## config.mk

```make
export PLATFORM = sky130hd
export DESIGN_NAME = rgb_hsl_lightness_scaler_top
export DESIGN_NICKNAME = d
export VERILOG_FILES = /design/src/rhls_pkg.sv /design/src/rhls_div_stage.sv /design/src/rgb_hsl_lightness_scaler_top.sv
export SDC_FILE = /design/constraint.sdc
export NUM_CORES = 2
export LEC_CHECK = 0
export ABC_CLOCK_PERIOD_IN_PS = 10400
export BUFFER_PORTS_ARGS = -buffer_cell sky130_fd_sc_hd__buf_2
export CAP_MARGIN = 10
export CORE_MARGIN = 5
export CORE_UTILIZATION = 30
export CTS_BUF_LIST = sky130_fd_sc_hd__clkbuf_2
export DETAILED_ROUTE_END_ITERATION = 6
export SETUP_SLACK_MARGIN = 0.4
export SLEW_MARGIN = 20
export SYNTH_ARGS = -nofsm -noshare
export SYNTH_HDL_FRONTEND = slang
export SYNTH_HIERARCHICAL = 1
export SYNTH_SLANG_ARGS = --single-unit
```

## constraint.sdc

```tcl
create_clock -name clock -period 10.4 [get_ports clock]
set_input_delay 0.52 -clock clock [delete_from_list [all_inputs] [get_ports clock]]
set_output_delay 0.52 -clock clock [all_outputs]
set_load 0.1 [all_outputs]
```

## src/rhls_pkg.sv

```systemverilog
`timescale 1ns / 1ps
`default_nettype none

package rhls_pkg;

   // Number of divider stages; each stage resolves DivBits quotient bits.
   localparam int DivStages = 4;
   localparam int DivBits   = 4;

   // Reset value of the lightness gain (1.0 in unsigned 8.8).
   localparam logic [15:0] GainReset = 16'd256;

   // Byte address of the lightness gain register.
   localparam logic [1:0] CsrGain = 2'd0;

   // Hue ramp breakpoints in units of 1/12288 turn.
   localparam logic [13:0] RampRise = 14'd2048;
   localparam logic [13:0] RampFlat = 14'd6144;
   localparam logic [13:0] RampFall = 14'd8192;
   localparam logic [14:0] HueTurn3 = 15'd12288;
   localparam logic [14:0] HueThird = 15'd4096;

   // Input pixel transaction.
   typedef struct packed {
      logic [7:0] in_red;
      logic [7:0] in_green;
      logic [7:0] in_blue;
   } req_type;

   // Result transaction.
   typedef struct packed {
      logic [11:0] hue;
      logic [11:0] saturation;
      logic [11:0] scaled_lightness;
      logic [7:0]  out_red;
      logic [7:0]  out_green;
      logic [7:0]  out_blue;
   } rsp_type;

   // Restoring divider state: partial remainder, a shift register that holds
   // the remaining dividend bits and collects quotient bits, and the divisor.
   typedef struct packed {
      logic [10:0] rem;
      logic [15:0] shq;
      logic [10:0] dvs;
   } div_type;

   // Weight of q against p for one channel at hue position t.
   function automatic logic [11:0] ramp_weight(input logic [13:0] t);
      logic [13:0] w;
      if (t < RampRise) begin
         w = t;
      end else if (t < RampFlat) begin
         w = RampRise;
      end else if (t < RampFall) begin
         w = RampFall - t;
      end else begin
         w = 14'd0;
      end
      return w[11:0];
   endfunction

endpackage

`default_nettype wire

```

## src/rhls_div_stage.sv

```systemverilog
`timescale 1ns / 1ps
`default_nettype none

module rhls_div_stage (
   input  wire                   clock,
   input  wire rhls_pkg::div_type div_in,
   output rhls_pkg::div_type     div_out
);

   rhls_pkg::div_type div_out_in;

   // Four restoring steps, one quotient bit each.
   always_comb begin
      logic [11:0] trial;
      div_out_in = div_in;
      for (int i = 0; i < rhls_pkg::DivBits; i++) begin
         trial = {div_out_in.rem, div_out_in.shq[15]};
         div_out_in.shq = {div_out_in.shq[14:0], 1'b0};
         if (trial >= {1'b0, div_out_in.dvs}) begin
            trial = trial - {1'b0, div_out_in.dvs};
            div_out_in.shq[0] = 1'b1;
         end
         div_out_in.rem = trial[10:0];
      end
   end

   // Stage register.
   always_ff @(posedge clock) begin
      div_out <= div_out_in;
   end

endmodule

`default_nettype wire

```

## src/rgb_hsl_lightness_scaler_top.sv

```systemverilog
`timescale 1ns / 1ps
`default_nettype none

// Channel      Ports                               Transfer
// ---------    --------------------------------    --------------------------
// pixel in     start, busy, req_pixel              start high and busy low
// result out   rsp_valid, rsp_result               one cycle strobe, no hold
// config       psel, penable, pwrite, paddr, ...   APB write, pready always 1
//
// One pixel enters every cycle; busy is never raised.
// Each accepted pixel passes through registers A, B, C to F, G, H and I.
// The depth is set by the four-stage restoring dividers for hue and
// saturation and by the multipliers of the HSL to RGB conversion.
// Reset is synchronous and clears the valid bits and the gain register.
module rgb_hsl_lightness_scaler_top (
   input  wire                    clock,
   input  wire                    reset,
   input  wire                    start,
   output logic                   busy,
   input  wire rhls_pkg::req_type req_pixel,
   output logic                   rsp_valid,
   output rhls_pkg::rsp_type      rsp_result,
   input  wire                    psel,
   input  wire                    penable,
   input  wire                    pwrite,
   input  wire  [1:0]             paddr,
   input  wire  [31:0]            pwdata,
   output logic [31:0]            prdata,
   output logic                   pready
);

   localparam int NS = rhls_pkg::DivStages;

   logic [15:0] gain_ff;

   // Configuration register at address zero.
   always_ff @(posedge clock) begin
      if (reset) begin
         gain_ff <= rhls_pkg::GainReset;
      end else if (psel && penable && pwrite && (paddr == rhls_pkg::CsrGain)) begin
         gain_ff <= pwdata[15:0];
      end
   end

   assign pready = 1'b1;
   assign prdata = {16'd0, gain_ff};
   assign busy   = 1'b0;

   // Stage A: capture the accepted transaction.
   logic              a_vld_ff;
   rhls_pkg::req_type a_pix_ff;

   always_ff @(posedge clock) begin
      if (reset) begin
         a_vld_ff <= 1'b0;
      end else begin
         a_vld_ff <= start && !busy;
      end
      a_pix_ff <= req_pixel;
   end

   // Stage B: max, min, lightness and divider operands.
   logic              b_vld_ff, b_gray_ff;
   logic [11:0]       b_lit_ff;
   rhls_pkg::div_type b_hdiv_ff, b_sdiv_ff;
   logic              b_gray_in;
   logic [11:0]       b_lit_in;
   rhls_pkg::div_type b_hdiv_in, b_sdiv_in;

   always_comb begin
      logic [7:0]  r, g, b, mx, mn, d;
      logic [8:0]  sum, den;
      logic [11:0] y;
      logic [12:0] lit;
      logic signed [13:0] num;
      logic [23:0] hdvd, sdvd;
      logic [10:0] d6;
      r = a_pix_ff.in_red;
      g = a_pix_ff.in_green;
      b = a_pix_ff.in_blue;
      mx = r;
      mn = r;
      if (g > mx) mx = g;
      if (b > mx) mx = b;
      if (g < mn) mn = g;
      if (b < mn) mn = b;
      d   = mx - mn;
      sum = {1'b0, mx} + {1'b0, mn};
      den = (sum < 9'd255) ? sum : 9'd510 - sum;
      // Lightness sum*2048/255 as sum*8 plus sum*8/255.
      y   = {sum, 3'b000};
      lit = {1'b0, y} + {5'd0, 8'((({1'b0, y} + {9'd0, y[11:8]} + 13'd1) >> 8))};
      b_lit_in = (lit > 13'd4095) ? 12'd4095 : lit[11:0];
      // Hue numerator, shifted by 6d so that it is never negative.
      d6 = {3'd0, d} * 11'd6;
      if (r == mx) begin
         num = $signed({6'd0, g}) - $signed({6'd0, b});
      end else if (g == mx) begin
         num = $signed({5'd0, d, 1'b0}) + $signed({6'd0, b}) - $signed({6'd0, r});
      end else begin
         num = $signed({4'd0, d, 2'b00}) + $signed({6'd0, r}) - $signed({6'd0, g});
      end
      num  = num + $signed({3'd0, d6});
      hdvd = {num[11:0], 12'd0};
      sdvd = {4'd0, d, 12'd0};
      b_hdiv_in.rem = {3'd0, hdvd[23:16]};
      b_hdiv_in.shq = hdvd[15:0];
      b_hdiv_in.dvs = d6;
      b_sdiv_in.rem = {3'd0, sdvd[23:16]};
      b_sdiv_in.shq = sdvd[15:0];
      b_sdiv_in.dvs = {2'd0, den};
      b_gray_in = (d == 8'd0);
   end

   always_ff @(posedge clock) begin
      if (reset) begin
         b_vld_ff <= 1'b0;
      end else begin
         b_vld_ff <= a_vld_ff;
      end
      b_gray_ff <= b_gray_in;
      b_lit_ff  <= b_lit_in;
      b_hdiv_ff <= b_hdiv_in;
      b_sdiv_ff <= b_sdiv_in;
   end

   // Stages C to F: dividers, with valid, gray flag and scaled lightness alongside.
   rhls_pkg::div_type hdiv [NS+1];
   rhls_pkg::div_type sdiv [NS+1];
   logic [NS-1:0]     dv_vld_ff, dv_gray_ff;
   logic [11:0]       dv_sl_ff [NS];
   logic [11:0]       c_sl_in;

   assign hdiv[0] = b_hdiv_ff;
   assign sdiv[0] = b_sdiv_ff;

   for (genvar i = 0; i < NS; i++) begin : g_div
      rhls_div_stage u_hdiv (.clock(clock), .div_in(hdiv[i]), .div_out(hdiv[i+1]));
      rhls_div_stage u_sdiv (.clock(clock), .div_in(sdiv[i]), .div_out(sdiv[i+1]));
   end

   // Lightness gain with saturation at full scale.
   always_comb begin
      logic [27:0] prod;
      prod    = {16'd0, b_lit_ff} * {12'd0, gain_ff};
      c_sl_in = (prod[27:8] > 20'd4095) ? 12'd4095 : prod[19:8];
   end

   always_ff @(posedge clock) begin
      if (reset) begin
         dv_vld_ff <= '0;
      end else begin
         dv_vld_ff <= {dv_vld_ff[NS-2:0], b_vld_ff};
      end
      dv_gray_ff <= {dv_gray_ff[NS-2:0], b_gray_ff};
      dv_sl_ff[0] <= c_sl_in;
      for (int i = 1; i < NS; i++) begin
         dv_sl_ff[i] <= dv_sl_ff[i-1];
      end
   end

   // Stage G: hue, saturation, q and the channel weights.
   logic        g_vld_ff;
   logic [11:0] g_hue_ff, g_sat_ff, g_sl_ff;
   logic [24:0] g_q_ff;
   logic [11:0] g_w_ff [3];
   logic [11:0] g_hue_in, g_sat_in;
   logic [24:0] g_q_in;
   logic [11:0] g_w_in [3];

   always_comb begin
      logic [15:0] sq;
      logic [11:0] sl;
      logic [14:0] h3, tr, tb;
      logic [24:0] lsat;
      sq = sdiv[NS].shq;
      sl = dv_sl_ff[NS-1];
      if (dv_gray_ff[NS-1]) begin
         g_hue_in = 12'd0;
         g_sat_in = 12'd0;
      end else begin
         g_hue_in = hdiv[NS].shq[11:0];
         g_sat_in = (sq > 16'd4095) ? 12'd4095 : sq[11:0];
      end
      lsat = {13'd0, sl} * {13'd0, g_sat_in};
      if (sl < 12'd2048) begin
         g_q_in = {13'd0, sl} * (25'd4096 + {13'd0, g_sat_in});
      end else begin
         g_q_in = {1'b0, sl, 12'd0} + {1'b0, g_sat_in, 12'd0} - lsat;
      end
      h3 = {3'd0, g_hue_in} * 15'd3;
      tr = h3 + rhls_pkg::HueThird;
      if (tr >= rhls_pkg::HueTurn3) tr = tr - rhls_pkg::HueTurn3;
      tb = (h3 >= rhls_pkg::HueThird) ? h3 - rhls_pkg::HueThird
                                      : h3 + rhls_pkg::HueTurn3 - rhls_pkg::HueThird;
      g_w_in[0] = rhls_pkg::ramp_weight(tr[13:0]);
      g_w_in[1] = rhls_pkg::ramp_weight(h3[13:0]);
      g_w_in[2] = rhls_pkg::ramp_weight(tb[13:0]);
   end

   always_ff @(posedge clock) begin
      if (reset) begin
         g_vld_ff <= 1'b0;
      end else begin
         g_vld_ff <= dv_vld_ff[NS-1];
      end
      g_hue_ff <= g_hue_in;
      g_sat_ff <= g_sat_in;
      g_sl_ff  <= dv_sl_ff[NS-1];
      g_q_ff   <= g_q_in;
      g_w_ff   <= g_w_in;
   end

   // Stage H: ramp numerators p*2048 + (q-p)*w for each channel.
   logic        h_vld_ff;
   logic [11:0] h_hue_ff, h_sat_ff, h_sl_ff;
   logic [35:0] h_num_ff [3];
   logic [35:0] h_num_in [3];

   always_comb begin
      logic [24:0] p, dq;
      logic [36:0] prod;
      p  = {g_sl_ff, 13'd0} - g_q_ff;
      dq = g_q_ff - p;
      for (int c = 0; c < 3; c++) begin
         prod = {12'd0, dq} * {25'd0, g_w_ff[c]};
         h_num_in[c] = {p, 11'd0} + prod[35:0];
      end
   end

   always_ff @(posedge clock) begin
      if (reset) begin
         h_vld_ff <= 1'b0;
      end else begin
         h_vld_ff <= g_vld_ff;
      end
      h_hue_ff <= g_hue_ff;
      h_sat_ff <= g_sat_ff;
      h_sl_ff  <= g_sl_ff;
      h_num_ff <= h_num_in;
   end

   // Stage I: scale by 255, truncate and clamp; this is the result register.
   logic [7:0] i_ch_in [3];

   always_comb begin
      logic [43:0] x;
      for (int c = 0; c < 3; c++) begin
         x = {h_num_ff[c], 8'd0} - {8'd0, h_num_ff[c]};
         i_ch_in[c] = (x[43:35] > 9'd255) ? 8'd255 : x[42:35];
      end
   end

   always_ff @(posedge clock) begin
      if (reset) begin
         rsp_valid <= 1'b0;
      end else begin
         rsp_valid <= h_vld_ff;
      end
      rsp_result.hue              <= h_hue_ff;
      rsp_result.saturation       <= h_sat_ff;
      rsp_result.scaled_lightness <= h_sl_ff;
      rsp_result.out_red          <= i_ch_in[0];
      rsp_result.out_green        <= i_ch_in[1];
      rsp_result.out_blue         <= i_ch_in[2];
   end

endmodule

`default_nettype wire

```

---- Word level (Yosys, flattened, before mapping) ----
Memories as Yosys holds them, arrays and structs flattened.
Cells that the tools add are included.
storage, ports and cells
  input port bits ......................... 64
  output and inout bits ................... 95
  bits in writable memories ............... 48
  word-level logic and storage cells ...... 274
  register bits after elaboration ......... 593
  memories kept ........................... 1
memory list
  memory    words  width  read ports  clocked after Yosys merged registers in  write ports  RTL line                             text
  dv_sl_ff  4      12     4           0                                        4            rgb_hsl_lightness_scaler_top.sv:131  logic [11:0] dv_sl_ff [NS];
operators by class
  eq/ne operators ......................... 2
  reductions and logical operators ........ 5
  order comparisons ....................... 55
  multiplexer cells ....................... 81
  multiply operators ...................... 8
  add/sub/neg operators ................... 61
operators with widths
  operator                  count
  $mux W11                  30
  $ge A12 B11 Y1            15
  $ge A12 B9 Y1             15
  $mux W12                  15
  $sub A11 B11 Y11          14
  $sub A11 B9 Y11           14
  $sub A44 B36 Y44          3
  $add A36 B36 Y36          3
  $mul A25 B12 Y36          3
  $sub A25 B25 Y25          2
  $lt A14 B12 Y1 const B    3
  $lt A14 B13 Y1 const B    3
  $lt A14 B14 Y1 const B    3
  $sub A1 B12 Y12 const A   3
  $mux W8                   4
  $mul A12 B16 Y28          1
  $mux W1                   28
  $mux W14                  2
  $sub A14 B13 Y14 const B  2
  $gt A9 B8 Y1 const B      3
  $add A24 B24 Y25          1
  $mul A12 B14 Y25          1
  $mux W25                  1
  $sub A25 B24 Y25          1
  other kinds (37)          42

---- Logic depth before layout (Yosys ltp) ----
  depth in word-level cells ............... 10
  gate-level depth with buffers ........... 43
  gate-level depth less buffers ........... 41

---- Modules after synthesis ----
Netlist, hierarchy kept.
by module, submodules not included
  module                        instances  cells an instance  seq. area each (sq um)  area each (sq um)
  rgb_hsl_lightness_scaler_top  1          7090               8988.6                  64222.8
  rhls_div_stage                8          379                760.7                   3335.7

---- Worst setup path after synthesis ----
OpenSTA, ideal clock, no wires.
  path type ............................... reg2reg
  start ................................... register b_sdiv_ff[0] (netlist bit)
  end ..................................... register g_div[0].u_sdiv/div_out[29] (netlist bit)
  data required time ...................... 10.321 ns
  library setup time ...................... 0.079 ns
  buffers on the path ..................... 4
  data arrival time ....................... 8.738 ns
  slack ................................... 1.582 ns
  clock period less this slack ............ 8.818 ns
  cell stages (with the launch flop) ...... 37
  cell sequence ........................... dfxtp_1 ha_1 fa_1 nand2b_1 a211oi_1 o21ba_1 or2_1 buf_2 mux2_2 ha_1 o21a_1 nor2_1 a311oi_1 o31ai_1 or3b_1 buf_2 buf_2 mux2i_1 inv_1 ha_1 nor2b_1 o2111ai_1 nand3_1 and2_1 o41ai_1 and2_4 clkbuf_1 mux2i_1 ha_1 nor2b_1 o21ai_0 a21o_1 a31oi_1 o41a_1 nand2b_1 nand2b_1 o221ai_2
RTL lines
  what                      RTL line                             text
  start: declaration        rgb_hsl_lightness_scaler_top.sv:65   rhls_pkg::div_type b_hdiv_ff, b_sdiv_ff;
  start signal: assignment  rgb_hsl_lightness_scaler_top.sv:124  b_sdiv_ff <= b_sdiv_in;
  end signal: assignment    rhls_div_stage.sv:29                 div_out <= div_out_in;
  end: declaration          rhls_div_stage.sv:7                  output rhls_pkg::div_type div_out

==> flow_metrics.env <==
export IMPL_port_buffers=124
export IMPL_min_to="g_div[2].u_sdiv/div_out[10]"
export IMPL_grt_overflow=0
export IMPL_synth_area_per_cell_um2=8.93
export IMPL_grt_max_degree=43
export IMPL_die_area_mm2=0.307
export IMPL_cp_start_kind="flip-flop"
export IMPL_ff2ff_path_depth=36
export IMPL_htree_num_levels=4
export IMPL_fin_crit_ns=9.55
export IMPL_min_from="g_div[1].u_sdiv/div_out[10]"
export IMPL_cts_reportedPaths_clkPinSlew_ns=0.12
export IMPL_vias=69158
export IMPL_syn_area_mm2=0.0889
export IMPL_slew_headroom_pct=27.2
export IMPL_rrSetupSlack_ns=0.85
export IMPL_area_delta_synth_final_pct=10.9
export IMPL_hold_violations=0
export IMPL_dr_pass1_iters=6
export IMPL_pin_count=159
export IMPL_ant_nets=0
export IMPL_rr_startpoint="g_q_ff[0]"
export IMPL_final_nets=12587
export IMPL_worst_r2r_endpoint="h_num_ff[33]"
export IMPL_hp_class="reg -> reg"
export IMPL_holdPathStages=0
export IMPL_fin_skew_ns=0.252
export IMPL_grt_pass1_vias=71124
export IMPL_critPathRequiredTime_ns=11.77
export IMPL_path_class="reg -> reg"
export IMPL_end_kind="flip-flop"
export IMPL_grt_use_total_pct=15.3
export IMPL_start_util_pct=30.2
export IMPL_cts_tree="done"
export IMPL_dieHeight_um=554
export IMPL_drv_slew=0
export IMPL_place_congestion=0.882
export IMPL_vias_per_cell=4.80
export IMPL_die_x_um=554
export IMPL_dp_hpwl_um=186000
export IMPL_post_route_period_util_pct=91.9
export IMPL_drive_above_1_share_pct=8.15
export IMPL_wl_per_cell_um=16.4
export IMPL_cp_slowest_cell="a2111oi_0"
export IMPL_status="finished, final reports clean"
export IMPL_cts_root_buf="clkbuf_2"
export IMPL_yosys_warnings=6
export IMPL_drt_iter0_markers=3623
export IMPL_cts_sinks=693
export IMPL_numCtsBuffers=198
export IMPL_routed_wirelength_um=237000
export IMPL_coreArea_mm2=0.295
export IMPL_fmax_ghz=0.105
export IMPL_cp_startpoint="g_q_ff[0]"
export IMPL_cp_data_arrival_time_ns=10.93
export IMPL_cpPeakStageDelay_ns=0.59
export IMPL_grt_pass1_wl_um=384000
export IMPL_clk_path_buf_depth=4
export IMPL_max_cap_violations=0
export IMPL_cp_common_cell="fa_1"
export IMPL_netlist_instances=9957
export IMPL_crit_fanout=31
export IMPL_fin_tns_setup_ns=0
export IMPL_clk_latency_ns=1.62
export IMPL_rsz0062_at_grt="false"
export IMPL_setup_viol=0
export IMPL_worst_pin_slew_ns=1.09
export IMPL_rows=199
export IMPL_antenna_found_initial=9
export IMPL_drc=0
## through the flow
| stage | util [%] | hold slack [ns] | std cells | setup WS (ns) | cell area (µm²) |
|---|---|---|---|---|---|
| after CTS | 33.4 | 0.0312 | 14402 | 0.466 | 98300 |
| after detailed placement | 32.2 | 0.312 | 13923 | 0.506 | 94900 |
| after global routing | 33.5 | 0.212 | 14418 | 0.405 | 98600 |
| after floorplan | - | 0.310 | 10024 | 1.58 | 89200 |
| after global placement | 32.2 | 0.310 | 13923 | 0.633 | 94900 |
| final | 33.5 | 0.275 | 14422 | 0.845 | 98600 |
## final cells by class
cell class / count / area [µm²]
Timing Repair Buffer: 439 / 3490
Multi-Input combinational cell: 7344 / 68100
Inverter: 1681 / 6310
Clock inverter: 91 / 683
Tap cell: 3919 / 4900
Fill cell: 30627 / 196000
Antenna cell: 8 / 20.0
Clock buffer: 247 / 1240
Sequential cell: 693 / 13900
## sequential cells by signal, indices dropped and copies added, names as in the netlist, 24 cells and up
signal and count:
rsp_result 60, g_q_ff 25, a_pix_ff 24, h_num_ff 105, g_div.u_sdiv/div_out 130, g_div.u_hdiv/div_out 114
dv_sl_ff 48, g_w_ff 36
## worst max-delay path: cells and delay by family (launching register included)
| family | cells | cell delay (ns) |
|---|---|---|
| xor gates and xnor gates | 2 | 0.46 |
| DFF | 1 | 0.33 |
| adders and majority gates | 7 | 3.14 |
| buffers and inverters | 6 | 0.98 |
| AOI/OAI and AO/OA | 12 | 2.85 |
| and+or+nand+nor | 9 | 1.64 |
## layout by cell type, fill, tap and decap left out, types with 29 or more instances in the layout
master and count:
a211oi_1 56, a21o_1 207, a21oi_1 439, a31oi_1 56
and2_1 407, buf_2 124, buf_4 162, clkbuf_2 247
clkinv_1 46, clkinv_2 31, conb_1 69, dfxtp_1 688
dlygate4sd3_1 141, fa_1 1157, ha_1 1008, inv_1 1665
mux2_2 65, mux2i_1 138, nand2_1 1060, nand2b_1 117
nand3_1 154, nand3b_1 36, nand4_1 100, nor2_1 428
nor2b_1 111, nor3_1 110, o21a_1 71, o21ai_0 252
o21ai_1 42, o21bai_1 45, o221ai_2 42, o22ai_1 41
o31ai_1 35, or3_1 40, or3b_1 29, xnor2_1 309
xor2_1 171
## worst max-delay path by stage
| stage | to | slack [ns] | depth (start not counted) |
|---|---|---|---|
| 6_report | h_num_ff[33] | 0.85 | 36 |
| 4_1_cts | g_div[0].u_hdiv/div_out[29] | 0.47 | 33 |
| 3_5_place_dp | h_num_ff[33] | 0.51 | 32 |
| 5_1_grt | h_num_ff[33] | 0.40 | 36 |
| 2_1_floorplan | g_div[0].u_sdiv/div_out[29] | 1.58 | 36 |
| 3_3_place_gp | h_num_ff[70] | 0.63 | 33 |
## per-layer routing
metal | GRT usage [%] | up-vias | part of all wire (%)
met1 | 19.7 | 33793 | 44
li1 | - | 33421 | -
met5 | 0 | - | 0
met2 | 26.1 | 1558 | 47
met3 | 2.32 | 386 | 5.2
met4 | 5.43 | 0 | 3.7
## timing repair
| item | in CTS | in global routing |
|---|---|---|
| pin swaps | 0 | 5 |
| buffers inserted | 0 | 11 |
| endpoints found under the hold margin | 49 | 0 |
| hold buffers | 141 | 0 |
| setup endpoints to repair | 6 | 83 |
| gates cloned | 0 | 1 |
| resized for setup | 1 | 37 |
Power is left out: the tool's default activity adds up to more than one toggle a clock period on the data nets, which glitch-free logic cannot reach.
